### src/hw/rtl/bqsp_pkg.sv
package bqsp_pkg;

    localparam int DEF_MAX_SEGMENTS = 1024;
    localparam int DEF_MAX_EDGES    = 4096;
    localparam int NUM_BUCKETS      = 512;
    localparam int BKT_W            = 9;
    localparam int STEP_SCALE       = 2 * (NUM_BUCKETS - 1);

    localparam int CMD_W      = 3;
    localparam int IDX_W      = 10;
    localparam int LEN_W      = 24;
    localparam int DIST_W     = 32;
    localparam int STATUS_W   = 2;
    localparam int CFG_W      = 11;
    localparam int S_TDATA_W  = 48;
    localparam int M_TDATA_W  = 40;
    localparam int NUM_W      = 34;
    localparam int DEN_W      = LEN_W + 1;
    localparam int K_W        = 4;

    typedef enum logic [CMD_W-1:0] {
        CMD_SET_LENGTH = 3'd0,
        CMD_APPEND     = 3'd1,
        CMD_MARK       = 3'd2,
        CMD_RUN        = 3'd3,
        CMD_READ       = 3'd4,
        CMD_CLEAR      = 3'd5
    } cmd_t;

    typedef enum logic [STATUS_W-1:0] {
        STAT_OK    = 2'd0,
        STAT_RANGE = 2'd1,
        STAT_FULL  = 2'd2
    } status_t;

    typedef enum logic [4:0] {
        OP_CLR,
        OP_IDLE,
        OP_DECODE,
        OP_APP_RD,
        OP_APP_WR,
        OP_READ_RD,
        OP_READ_OUT,
        OP_INIT_SEG,
        OP_INIT_BKT,
        OP_ORIG_RD,
        OP_ORIG_CHK,
        OP_DIV,
        OP_PUSH_RD,
        OP_PUSH_WR,
        OP_LOOP,
        OP_SCAN_RD,
        OP_SCAN_CHK,
        OP_POP_RD,
        OP_POP_WR,
        OP_SEG_RD,
        OP_SEG_CHK,
        OP_EDGE_RD,
        OP_EDGE_T,
        OP_EDGE_CHK,
        OP_RESP
    } dp_op_t;

    typedef enum logic [4:0] {
        ST_CLR,
        ST_IDLE,
        ST_DECODE,
        ST_APP_RD,
        ST_APP_WR,
        ST_READ_RD,
        ST_READ_OUT,
        ST_INIT_SEG,
        ST_INIT_BKT,
        ST_ORIG_RD,
        ST_ORIG_CHK,
        ST_DIV,
        ST_PUSH_RD,
        ST_PUSH_WR,
        ST_LOOP,
        ST_SCAN_RD,
        ST_SCAN_CHK,
        ST_POP_RD,
        ST_POP_WR,
        ST_SEG_RD,
        ST_SEG_CHK,
        ST_EDGE_RD,
        ST_EDGE_T,
        ST_EDGE_CHK,
        ST_RESP
    } ctrl_state_t;

    typedef enum logic [1:0] {
        DIV_IDLE,
        DIV_MUL,
        DIV_ADD,
        DIV_ITER
    } div_phase_t;

    typedef struct packed {
        cmd_t cmd;
        logic cmd_ok;
        logic i_lt_n;
        logic i_lt_bkt;
        logic i_lt_max;
        logic origin_hit;
        logic div_done;
        logic open_zero;
        logic bucket_empty;
        logic seg_done;
        logic e_lt_stop;
        logic t_in_range;
        logic seen_pass;
        logic out_free;
    } dp_stat_t;

    function automatic logic [DIST_W-1:0] sat_add(logic [DIST_W-1:0] a, logic [LEN_W-1:0] b);
        logic [DIST_W:0] s;
        s = {1'b0, a} + (DIST_W+1)'(b);
        return s[DIST_W] ? {DIST_W{1'b1}} : s[DIST_W-1:0];
    endfunction

    function automatic logic [LEN_W-1:0] half_len(logic [LEN_W-1:0] len);
        logic [LEN_W:0] h;
        h = ({1'b0, len} + (LEN_W+1)'(1)) >> 1;
        return h[LEN_W-1:0];
    endfunction

endpackage

### src/hw/rtl/bqsp_ctrl.sv
module bqsp_ctrl (
    input  logic               clk,
    input  logic               rst_n,
    input  logic               in_valid,
    output logic               in_ready,
    input  bqsp_pkg::dp_stat_t stat,
    output bqsp_pkg::dp_op_t   op
);
    import bqsp_pkg::*;

    ctrl_state_t state_reg, state_next;
    logic        ret_orig_reg, ret_orig_next;
    logic        clr_resp_reg, clr_resp_next;

    always_comb
    begin
        state_next    = state_reg;
        ret_orig_next = ret_orig_reg;
        clr_resp_next = clr_resp_reg;
        case (state_reg)
            ST_CLR:      if (!stat.i_lt_max) state_next = clr_resp_reg ? ST_RESP : ST_IDLE;
            ST_IDLE:     if (in_valid) state_next = ST_DECODE;
            ST_DECODE:
            begin
                clr_resp_next = 1'b1;
                if (!stat.cmd_ok)
                    state_next = ST_RESP;
                else
                begin
                    case (stat.cmd)
                        CMD_APPEND: state_next = ST_APP_RD;
                        CMD_RUN:    state_next = ST_INIT_SEG;
                        CMD_READ:   state_next = ST_READ_RD;
                        CMD_CLEAR:  state_next = ST_CLR;
                        default:    state_next = ST_RESP;
                    endcase
                end
            end
            ST_APP_RD:   state_next = ST_APP_WR;
            ST_APP_WR:   state_next = ST_RESP;
            ST_READ_RD:  state_next = ST_READ_OUT;
            ST_READ_OUT: state_next = ST_RESP;
            ST_INIT_SEG: if (!stat.i_lt_n) state_next = ST_INIT_BKT;
            ST_INIT_BKT: if (!stat.i_lt_bkt) state_next = ST_ORIG_RD;
            ST_ORIG_RD:  state_next = stat.i_lt_n ? ST_ORIG_CHK : ST_LOOP;
            ST_ORIG_CHK:
            begin
                ret_orig_next = 1'b1;
                state_next = stat.origin_hit ? ST_DIV : ST_ORIG_RD;
            end
            ST_DIV:      if (stat.div_done) state_next = ST_PUSH_RD;
            ST_PUSH_RD:  state_next = ST_PUSH_WR;
            ST_PUSH_WR:  state_next = ret_orig_reg ? ST_ORIG_RD : ST_EDGE_RD;
            ST_LOOP:     state_next = stat.open_zero ? ST_RESP : ST_SCAN_RD;
            ST_SCAN_RD:  state_next = ST_SCAN_CHK;
            ST_SCAN_CHK: state_next = stat.bucket_empty ? ST_SCAN_RD : ST_POP_RD;
            ST_POP_RD:   state_next = ST_POP_WR;
            ST_POP_WR:   state_next = ST_SEG_RD;
            ST_SEG_RD:   state_next = ST_SEG_CHK;
            ST_SEG_CHK:  state_next = stat.seg_done ? ST_LOOP : ST_EDGE_RD;
            ST_EDGE_RD:  state_next = stat.e_lt_stop ? ST_EDGE_T : ST_LOOP;
            ST_EDGE_T:   state_next = stat.t_in_range ? ST_EDGE_CHK : ST_EDGE_RD;
            ST_EDGE_CHK:
            begin
                ret_orig_next = 1'b0;
                state_next = stat.seen_pass ? ST_DIV : ST_EDGE_RD;
            end
            ST_RESP:     if (stat.out_free) state_next = ST_IDLE;
            default:     state_next = ST_IDLE;
        endcase
    end

    always_comb
    begin
        in_ready = 1'b0;
        case (state_reg)
            ST_CLR:      op = OP_CLR;
            ST_IDLE:
            begin
                op = OP_IDLE;
                in_ready = 1'b1;
            end
            ST_DECODE:   op = OP_DECODE;
            ST_APP_RD:   op = OP_APP_RD;
            ST_APP_WR:   op = OP_APP_WR;
            ST_READ_RD:  op = OP_READ_RD;
            ST_READ_OUT: op = OP_READ_OUT;
            ST_INIT_SEG: op = OP_INIT_SEG;
            ST_INIT_BKT: op = OP_INIT_BKT;
            ST_ORIG_RD:  op = OP_ORIG_RD;
            ST_ORIG_CHK: op = OP_ORIG_CHK;
            ST_DIV:      op = OP_DIV;
            ST_PUSH_RD:  op = OP_PUSH_RD;
            ST_PUSH_WR:  op = OP_PUSH_WR;
            ST_LOOP:     op = OP_LOOP;
            ST_SCAN_RD:  op = OP_SCAN_RD;
            ST_SCAN_CHK: op = OP_SCAN_CHK;
            ST_POP_RD:   op = OP_POP_RD;
            ST_POP_WR:   op = OP_POP_WR;
            ST_SEG_RD:   op = OP_SEG_RD;
            ST_SEG_CHK:  op = OP_SEG_CHK;
            ST_EDGE_RD:  op = OP_EDGE_RD;
            ST_EDGE_T:   op = OP_EDGE_T;
            ST_EDGE_CHK: op = OP_EDGE_CHK;
            ST_RESP:     op = OP_RESP;
            default:     op = OP_IDLE;
        endcase
    end

    always_ff @(posedge clk or negedge rst_n)
    begin
        if (!rst_n)
        begin
            state_reg    <= ST_CLR;
            ret_orig_reg <= 1'b0;
            clr_resp_reg <= 1'b0;
        end
        else
        begin
            state_reg    <= state_next;
            ret_orig_reg <= ret_orig_next;
            clr_resp_reg <= clr_resp_next;
        end
    end

endmodule

### config.mk
export PLATFORM = sky130hd
export DESIGN_NAME = bqsp_ctrl
export DESIGN_NICKNAME = d
export VERILOG_FILES = /design/src/hw/rtl/bqsp_pkg.sv /design/src/hw/rtl/bqsp_ctrl.sv
export SDC_FILE = /design/constraint.sdc
export NUM_CORES = 1
export LEC_CHECK = 0
export BUFFER_PORTS_ARGS = -buffer_cell sky130_fd_sc_hd__buf_2
export CAP_MARGIN = 20
export CORE_MARGIN = 4
export CORE_UTILIZATION = 54
export CTS_BUF_LIST = sky130_fd_sc_hd__clkbuf_8
export CTS_CLUSTER_SIZE = 40
export DETAILED_ROUTE_END_ITERATION = 6
export PLACE_DENSITY = 0.82
export SLEW_MARGIN = 10
export SYNTH_ARGS = -nofsm -noshare
export SYNTH_HDL_FRONTEND = slang
export SYNTH_SLANG_ARGS = --single-unit
### constraint.sdc
create_clock -name clk -period 2.5 [get_ports clk]
set_input_delay 0.5 -clock clk [delete_from_list [all_inputs] [get_ports clk]]
set_output_delay 0.5 -clock clk [all_outputs]
set_load 0.02 [all_outputs]
==> flow_summary.ini <==
[flow_run]
maxCapViolCount = 0

[layout]
antenna-diode-count = 0
largest_register_ffs = 5
drive_gt1_share_pct = 23.57
layout.nets = 177
final_area_um2 = 1090
area_growth_syn_to_layout_pct = 18.83

[detailed_routing]
drc = 0
wirelength_um = 2747
post_drt_wl_per_cell_um = 15.88
ant_nets = 0
dr.pass1.iters = 4
first_iter_violations = 53
avgViaCountPerCell = 6.514
via_count = 1127

[worst_setup_path]
r2r_end = state_reg[0]
crit_type = reg2out
crit_path_start_kind = register
worst_ep_arrival_time_ns = 1.66
crit_start = state_reg[3]
crit_path_max_fanout = 11
rr_startpoint = state_reg[0]
critPathRequiredTime_ns = 2.00
worstSetupEndpointType = primary output
regToRegSetupSlack_ns = 0.41
crit_end = in_ready
r2r_cells = 5

[synthesis]
ys_ff_latch = 7
synth_nets = 153
synth_area_um2 = 917.1
yosysUniqueCellTypes = 42
synth-seq-area-share_pct = 19.10
synth_area_per_cell_um2 = 6.844
async_flop_share_pct = 100.0
synthTopCellsByArea = dfrtp_1, nor2b_1, o21ai_0, a21oi_1, nand2_1
syn_inst = 134
synthFlopType = dfrtp_1
yosys-top-cells-count = nand2_1, o21ai_0, nor2b_1
synth_largest_area_cell = dfrtp_1
synth-edff-count = 0
synth_top_cell_area_share_pct = 19.10
ys.warnings.count = 0

[global_route]
grt_pass1_vias = 1045
grt_overflow_total = 0
grt_use_total_pct = 23.79
grt_max_degree = 17
grt_pass1_wl_um = 4636
antenna_found_initial = 0

[timing]
slew_violations = 0
period_share_pct = 86.33
relSlewSlack_pct = 62.45
finalSetupViolations = 0
fmax_ghz = 0.4633
finClkSkew_ns = 0.002212
rsz0062_at_grt = no
worst_pin_slew_ns = 0.5590
min_period_ns = 2.158
setup_tns_ns = 0
timing_hold_violations_final = 0

[placement]
place_hpwl_um = 2080
gp_congestion = 0.9246
portBuffers = 24
place_area_um2 = 1045

[power]
power_leakage_uw = 0.0004877
p_per_area_nw_per_um2 = 1173
ir_worst_vdd_mv = 0.4740

[floorplanning]
rows = 14
die-width_um = 49.21
die_h_um = 49.21
top_level_ports = 25
core_area_um2 = 1559
die-area_um2 = 2422
initial_core_util_pct = 58.83

[clock_tree]
clk_pin_slew_ns = 0.04
cts_buffer_depth = 2
cts_buffers = 3
cts_hold_buf = 0
cts_root_buf = clkbuf_8
clock_sinks = 7
cts_tree = done
htree_levels = 1
cts_setup_buffers = 0
clkLatencyLatePin_ns = 0.23
cts_resized = 0

[min_path]
hp-class = in2async

[run_status]
status = complete, no violations
[layout by cell type (no fill, tap or decap), drive strengths merged, types with 2 or more instances in the layout]
master  count
o211ai      2
nor3b       2
nand2      12
nand4       2
a21o        3
nand3       5
nor4        2
o21ai      12
and3        2
nor3        6
nor2b      11
a21oi      10
a32oi       4
nand2b      5
dfrtp       7
nand3b      3
buf        29
clkbuf      3
nor2        8
inv        10
[logic make-up (layout without fill, tap and decap cells)]
group                  after synthesis  count (layout)  synth area share (%)
buffers and inverters               19              42                 9.139
DFF                                  7               7                 19.10
AOI/OAI and AO/OA                   43              43                 30.97
muxes                                1               1                 1.228
and+or+nand+nor                     64              64                 39.56
[stage by stage]
stage | std cells | hold slack (ns) | setup WS (ns) | util, % | total power (uW)
after floorplan | 134 | 0.2044 | 0.6487 | - | 883.7
after global placement | 169 | 0.3316 | 0.5134 | 67.01 | 1085
after detailed placement | 169 | 0.3363 | 0.4542 | 67.01 | 1102
after CTS | 173 | 0.09402 | 0.3805 | 69.90 | 1263
after global routing | 173 | 0.09774 | 0.2481 | 69.90 | 1385
final | 173 | 0.09436 | 0.3417 | 69.90 | 1278
[power breakdown]
group / internal (uW) / leakage, uW / total, uW / switching (uW)
Combinational: 356 / 0.000380 / 856 / 500
Clock: 106 / 0.0000269 / 154 / 47.6
Sequential: 158 / 0.0000812 / 269 / 110
Total: 620 / 0.000488 / 1280 / 658
[how the worst min path moves through the flow]
stage          startpoint            to  cells after the start
3_3_place_gp        rst_n  state_reg[2]                      1
6_report            rst_n  state_reg[3]                      1
5_1_grt             rst_n  state_reg[3]                      1
4_1_cts             rst_n  state_reg[3]                      1
2_1_floorplan       rst_n  clr_resp_reg                      0
3_5_place_dp        rst_n  state_reg[3]                      1
[worst max-delay path: stages (launching register included)]
cell and delay, ns:
dfrtp_1 0.48, nor3_1 0.53, nor2b_1 0.23, buf_2 0.18
[layer usage]
layer	wire length, um	up-vias	GRT usage, %
met5	0	-	0
met4	19	0	5.213
met3	277	6	3.976
met2	1332	72	39.73
met1	1117	514	31.67
li1	-	535	-
[cell type report]
| type | instances | area (um2) |
|---|---|---|
| Tap cell | 16 | 20.02 |
| Clock buffer | 3 | 41.29 |
| Fill cell | 142 | 469.2 |
| Inverter | 9 | 33.78 |
| Multi-Input combinational cell | 108 | 658.1 |
| Timing Repair Buffer | 29 | 157.7 |
| Clock inverter | 1 | 3.754 |
| Sequential cell | 7 | 175.2 |
(Power assumes the default switching activity.)
